File: config.mk
export PLATFORM = sky130hd
export DESIGN_NAME = wizh_zscore
export DESIGN_NICKNAME = d
export VERILOG_FILES = /design/src/hw/rtl/wizh_pkg.sv /design/src/hw/rtl/wizh_zscore.sv
export SDC_FILE = /design/constraint.sdc
export NUM_CORES = 2
export LEC_CHECK = 0
export BUFFER_PORTS_ARGS = -buffer_cell sky130_fd_sc_hd__buf_2
export CAP_MARGIN = 25
export CORE_MARGIN = 3
export CORE_UTILIZATION = 30
export CTS_CLUSTER_SIZE = 8
export DETAILED_ROUTE_END_ITERATION = 12
export GPL_TIMING_DRIVEN = 0
export PLACE_DENSITY = 0.54
export SLEW_MARGIN = 30
export SYNTH_ARGS = -nofsm -noshare
export SYNTH_HDL_FRONTEND = slang
export SYNTH_SLANG_ARGS = --single-unit
File: constraint.sdc
create_clock -name clk -period 27.7 [get_ports clk]
set_clock_uncertainty 0.1 [all_clocks]
set_input_delay 5.54 -clock clk [delete_from_list [all_inputs] [get_ports clk]]
set_output_delay 5.54 -clock clk [all_outputs]
set_load 0.02 [all_outputs]
File: src/hw/rtl/wizh_pkg.sv
// ----------------------------------------------------------------------------
// wizh_pkg
// Shared types and constants of the window insert z-score histogram block.
// ----------------------------------------------------------------------------
package wizh_pkg;

	typedef enum logic [2:0] {
		ST_CLEAR,
		ST_IDLE,
		ST_BASE,
		ST_EVAL,
		ST_WAIT,
		ST_HIST_RD,
		ST_HIST_WR,
		ST_OUT
	} wizh_state_t;

	typedef enum logic [2:0] {
		ZS_IDLE,
		ZS_SQRT,
		ZS_MUL,
		ZS_CMP,
		ZS_DIV,
		ZS_FIN
	} zs_state_t;

	localparam int CFG_IDX_W  = 2;
	localparam int CFG_DATA_W = 24;

	localparam logic [CFG_IDX_W-1:0] CFG_WINDOW_SIZE   = 2'd0;
	localparam logic [CFG_IDX_W-1:0] CFG_WINDOW_STEP   = 2'd1;
	localparam logic [CFG_IDX_W-1:0] CFG_EXPECTED_MEAN = 2'd2;
	localparam logic [CFG_IDX_W-1:0] CFG_EXPECTED_STD  = 2'd3;

	localparam logic OP_SAMPLE = 1'b0;
	localparam logic OP_READ   = 1'b1;

	localparam logic KIND_WINDOW = 1'b0;
	localparam logic KIND_READ   = 1'b1;

	localparam logic [31:0] MIN_INSERTS = 32'd5;
	localparam logic [59:0] Z_SCALE     = 60'd2560;
	localparam int          SQRT_STEPS  = 24;
	localparam int          QUOT_W      = 12;

endpackage

File: src/hw/rtl/wizh_zscore.sv
// ----------------------------------------------------------------------------
// wizh_zscore
// Iterative z-score bin unit: bit-pair square root, three multiplies and a
// restoring divider that yields the clamped, floored tenths-of-z bin.
// ----------------------------------------------------------------------------
module wizh_zscore #(
	parameter int HIST_BINS = 1024
) (
	input  logic                                clk,
	input  logic                                arst_n,
	input  logic                                start,
	input  logic [31:0]                         n,
	input  logic [47:0]                         s,
	input  logic [wizh_pkg::CFG_DATA_W-1:0]     mean,
	input  logic [wizh_pkg::CFG_DATA_W-1:0]     std,
	output logic                                done,
	output logic signed [$clog2(HIST_BINS)-1:0] bin
);
	import wizh_pkg::*;

	localparam int BW     = $clog2(HIST_BINS);
	localparam int BIN_LO = -(HIST_BINS / 2);
	localparam int BIN_HI = (HIST_BINS / 2) - 1;

	zs_state_t state_q, state_d;

	logic [55:0]       nm_q, s256_q, a_q;
	logic [47:0]       sq_v_q, sq_res_q, sq_bit_q, d_q;
	logic [4:0]        step_q;
	logic              neg_q, sat_q;
	logic [59:0]       rem_q;
	logic [QUOT_W-1:0] quo_q;

	logic [47:0]   sq_sum;
	logic          sq_ge;
	logic [59:0]   div_sub;
	logic          div_ge;
	logic [QUOT_W:0] quo_ceil;

	assign sq_sum   = sq_res_q + sq_bit_q;
	assign sq_ge    = sq_v_q >= sq_sum;
	assign div_sub  = 60'(d_q) << step_q;
	assign div_ge   = rem_q >= div_sub;
	assign quo_ceil = {1'b0, quo_q} + (QUOT_W+1)'(rem_q != 60'd0);

	always_ff @(posedge clk or negedge arst_n) begin
		if (!arst_n) begin
			state_q <= ZS_IDLE;
		end else begin
			state_q <= state_d;
		end
	end

	always_comb begin
		state_d = state_q;
		done    = 1'b0;
		case (state_q)
			ZS_IDLE: begin
				if (start) state_d = ZS_SQRT;
			end
			ZS_SQRT: begin
				if (step_q == 5'(SQRT_STEPS - 1)) state_d = ZS_MUL;
			end
			ZS_MUL: state_d = ZS_CMP;
			ZS_CMP: begin
				if (a_q >= 56'(d_q)) state_d = ZS_FIN;
				else state_d = ZS_DIV;
			end
			ZS_DIV: begin
				if (step_q == 5'd0) state_d = ZS_FIN;
			end
			ZS_FIN: begin
				done    = 1'b1;
				state_d = ZS_IDLE;
			end
			default: state_d = ZS_IDLE;
		endcase
	end

	always_ff @(posedge clk) begin
		case (state_q)
			ZS_IDLE: begin
				if (start) begin
					nm_q     <= 56'(n) * 56'(mean);
					s256_q   <= {s, 8'd0};
					sq_v_q   <= {n, 16'd0};
					sq_res_q <= 48'd0;
					sq_bit_q <= 48'd1 << 46;
					step_q   <= 5'd0;
				end
			end
			ZS_SQRT: begin
				if (sq_ge) begin
					sq_v_q   <= sq_v_q - sq_sum;
					sq_res_q <= (sq_res_q >> 1) + sq_bit_q;
				end else begin
					sq_res_q <= sq_res_q >> 1;
				end
				sq_bit_q <= sq_bit_q >> 2;
				step_q   <= step_q + 5'd1;
			end
			ZS_MUL: begin
				d_q   <= 48'(std) * 48'(sq_res_q[23:0]);
				neg_q <= s256_q < nm_q;
				a_q   <= (s256_q < nm_q) ? nm_q - s256_q : s256_q - nm_q;
			end
			ZS_CMP: begin
				sat_q  <= a_q >= 56'(d_q);
				rem_q  <= 60'(a_q[47:0]) * Z_SCALE;
				quo_q  <= '0;
				step_q <= 5'(QUOT_W - 1);
			end
			ZS_DIV: begin
				if (div_ge) rem_q <= rem_q - div_sub;
				quo_q  <= {quo_q[QUOT_W-2:0], div_ge};
				step_q <= step_q - 5'd1;
			end
			default: ;
		endcase
	end

	always_comb begin
		if (sat_q) begin
			bin = neg_q ? BW'(BIN_LO) : BW'(BIN_HI);
		end else if (!neg_q) begin
			bin = (int'(quo_q) > BIN_HI) ? BW'(BIN_HI) : BW'(quo_q);
		end else begin
			bin = (int'(quo_ceil) > HIST_BINS / 2) ? BW'(BIN_LO) : BW'(-int'(quo_ceil));
		end
	end

endmodule

==> results.sh <==
export IMPL_result_of_the_run="finished clean"
export IMPL_layout_area_seq_um2=12300
export IMPL_fin_nets=11371
export IMPL_die_width_um=524.4
export IMPL_hold_viol_final=0
export IMPL_post_synth_num_cell_types=101
export IMPL_dr_drc_count=0
export IMPL_synth_area_per_cell_um2=8.836
export IMPL_htree_levels=2
export IMPL_synth_edff_count=407
export IMPL_asyncSetResetFlopFracSynth_pct=0.7317
export IMPL_std_cell_rows=189
export IMPL_cts_root_to_sink_buffers=3
export IMPL_number_of_drc_violations_after_detailed_routing_iteration_0=5223
export IMPL_drt_first_pass_iters=6
export IMPL_ctsResizeCount=0
export IMPL_grt_overflow_total=0
export IMPL_hold_buffers=0
export IMPL_cts_made_buffers=60
export IMPL_crit_reg2reg_launch="sq_res_q[8]"
export IMPL_hold_path_class="reg -> reg"
export IMPL_grt_start_max_net_pins=76
export IMPL_fmaxAchievable_ghz=0.07157
export IMPL_design_core_area_um2=266300
export IMPL_postCtsSetupRepairBufs=0
export IMPL_timing_reg2reg_setup_slack_ns=18.23
export IMPL_cp_startpoint="mean[4]"
export IMPL_floorplan_initialDensity_pct=30.28
export IMPL_num_fill_cells=27957
export IMPL_reg2reg_to="d_q[46]"
export IMPL_yosysWarningCount=0
export IMPL_cp_end_kind="flop"
export IMPL_fin_crit_ns=13.97
export IMPL_setup_violations_final=0
export IMPL_critPathKind="in -> reg"
export IMPL_worst_path_buffer_plus_inverter_count=7
export IMPL_syn_cell_area_um2=80640
export IMPL_share_of_layout_cells_above_drive_strength_1_pct=4.206
export IMPL_cap_viol_max_count=0
export IMPL_wl_per_cell_um=22.80
export IMPL_antenna_found_initial=21
export IMPL_cp_endpoint="nm_q[51]"
export IMPL_vias=66610
export IMPL_cpPeakStageDelay_ns=0.80
export IMPL_cts_tree="built"
export IMPL_die_h_um=524.4
export IMPL_number_of_clock_sinks_seen_by_cts=410
export IMPL_worst_slew_pin_transition_ns=1.106
export IMPL_critical_path_cell_count=26
export IMPL_cp_data_required_time_ns=27.98
export IMPL_synth_net_count=11157
export IMPL_yosys_register_bits=410
export IMPL_routed_via_density=5.161
export IMPL_cp_arrival_ns=14.26
export IMPL_part_of_the_yosys_area_used_for_sequential_elements_pct=15.25
export IMPL_via_count_of_the_first_global_routing_pass=68803
export IMPL_buffer_ports_inserted=141
export IMPL_path_delay_family="adder cells"
export IMPL_reg2reg_depth=25
export IMPL_ioPinCount=142
export IMPL_timing_critical_path_slowest_stage_cell="sky130_fd_sc_hd__clkbuf_1"
export IMPL_final_wirelength_um=294300
export IMPL_rsz0062_at_grt="false"
export IMPL_flip_flop_cell_with_the_highest_count_after_synthesis="sky130_fd_sc_hd__edfxtp_1"
export IMPL_crit_path_max_fanout=10
export IMPL_synthCells=9126
export IMPL_timing_final_max_slew_violations=0
export IMPL_worst_setup_hold_path_clk_slew_ns=0.05
export IMPL_ctsRootBufferMaster="sky130_fd_sc_hd__clkbuf_16"
export IMPL_area_delta_synth_final_pct=8.941
export IMPL_dp_final_hpwl_um=245800
export IMPL_slew_headroom_pct=26.29
export IMPL_tns_ns=0
export IMPL_worstSkewPairLatency_ns=0.71
export IMPL_die_area_um2=275000
export IMPL_area_used_by_multi_input_combinational_logic_um2=60880
export IMPL_ant_nets=0
export IMPL_groute_usage_overall_pct=20.94
export IMPL_finalCritPeriodShare_pct=50.44
export IMPL_timing_critical_path_from_type="primary input"
export IMPL_first_pass_grt_wire_length_um=438700
export IMPL_timing_critical_path_mode_cell="sky130_fd_sc_hd__fa_1"
export IMPL_gp_congestion=0.9847
-- layout by cell type, fill, tap and decap left out, types with 81 or more instances in the layout --
cell / instances
sky130_fd_sc_hd__a21o_1: 232
sky130_fd_sc_hd__o21ai_0: 343
sky130_fd_sc_hd__xor2_1: 162
sky130_fd_sc_hd__edfxtp_1: 407
sky130_fd_sc_hd__a21oi_1: 503
sky130_fd_sc_hd__nand2_1: 1107
sky130_fd_sc_hd__nor2_1: 360
sky130_fd_sc_hd__fa_1: 1145
sky130_fd_sc_hd__xnor2_1: 217
sky130_fd_sc_hd__clkbuf_1: 414
sky130_fd_sc_hd__nand3_1: 81
sky130_fd_sc_hd__nand4_1: 96
sky130_fd_sc_hd__ha_1: 755
sky130_fd_sc_hd__buf_2: 164
sky130_fd_sc_hd__a31oi_1: 88
sky130_fd_sc_hd__inv_1: 1514
sky130_fd_sc_hd__and2_1: 698
-- synth_stat cells, types with 72 or more instances --
| library cell | count | area share (%) |
|---|---|---|
| sky130_fd_sc_hd__o21ai_0 | 344 | 2.1 |
| sky130_fd_sc_hd__inv_1 | 1515 | 7.1 |
| sky130_fd_sc_hd__a21o_1 | 232 | 2.2 |
| sky130_fd_sc_hd__edfxtp_1 | 407 | 15 |
| sky130_fd_sc_hd__fa_1 | 1145 | 28 |
| sky130_fd_sc_hd__a21oi_1 | 503 | 3.1 |
| sky130_fd_sc_hd__nand3_1 | 81 | 0.50 |
| sky130_fd_sc_hd__xnor2_1 | 217 | 2.4 |
| sky130_fd_sc_hd__o21bai_1 | 72 | 0.67 |
| sky130_fd_sc_hd__nand2_1 | 1109 | 5.2 |
| sky130_fd_sc_hd__a31oi_1 | 88 | 0.68 |
| sky130_fd_sc_hd__and2_1 | 698 | 5.4 |
| sky130_fd_sc_hd__nor2_1 | 361 | 1.7 |
| sky130_fd_sc_hd__clkbuf_1 | 406 | 1.9 |
| sky130_fd_sc_hd__xor2_1 | 162 | 1.8 |
| sky130_fd_sc_hd__and3_1 | 80 | 0.62 |
| sky130_fd_sc_hd__ha_1 | 755 | 12 |
| sky130_fd_sc_hd__nand4_1 | 96 | 0.74 |
-- final cells by class --
type | count | share of cell area [%]
buffer | 469 | 2.064
multi-input combinational | 6728 | 69.30
clock inverter | 10 | 0.1666
clock buffer | 79 | 1.813
sequential | 410 | 14.00
tap | 3533 | 5.032
antenna | 7 | 0.01994
inverter | 1519 | 6.499
timing repair buffer | 152 | 1.107
-- metrics by stage --
stage / area, um2 / utilization (%) / setup WS (ns) / hold WS (ns) / std cells
global placement: 85760 / 32.21 / 13.39 / 0.4386 / 12800
finish: 87850 / 32.99 / 13.73 / 0.4845 / 12907
CTS: 87820 / 32.98 / 14.04 / 0.4710 / 12900
global route: 87830 / 32.99 / 13.48 / 0.4937 / 12901
detailed placement: 86090 / 32.33 / 13.34 / 0.4355 / 12811
floorplan: 80640 / - / 15.35 / 0.3651 / 9126
-- cells by family after synthesis --
family	synth area share [%]
AOI/OAI and AO/OA	12.69
xor gates and xnor gates	4.117
adders and majority gates	40.14
buffers and inverters	9.307
DFF	15.25
muxes	2.040
and+or+nand+nor	16.45
-- worst min-delay path by stage --
stage,to,slack (ns),cells past startpoint,from
final,a_q[0],0.48,0,nm_q[0]
after floorplan,a_q[0],0.37,0,nm_q[0]
after CTS,a_q[0],0.47,0,nm_q[0]
after detailed placement,a_q[0],0.44,0,nm_q[0]
after global routing,a_q[0],0.49,0,nm_q[0]
after global placement,a_q[0],0.44,0,nm_q[0]
-- registers in the layout, summed over array words and instances (netlist names) --
name / count
rem_q: 60
a_q: 56
nm_q: 56
d_q: 48
s256_q: 48
sq_res_q: 48
sq_v_q: 48
sq_bit_q: 24
quo_q: 12
step_q: 5
state_q: 3
neg_q: 1
sat_q: 1
-- metal layers --
metal / global-route usage [%] / vias up / part of all wire (%)
met5: 0 / - / 0.012
met4: 8.451 / 6 / 4.7
met3: 4.765 / 507 / 8.6
met2: 33.39 / 2762 / 45
met1: 27.40 / 33264 / 41
li1: - / 30071 / -
Power is not shown: default switching activity piles up to over one toggle a cycle in this logic, so the estimate is an artifact.
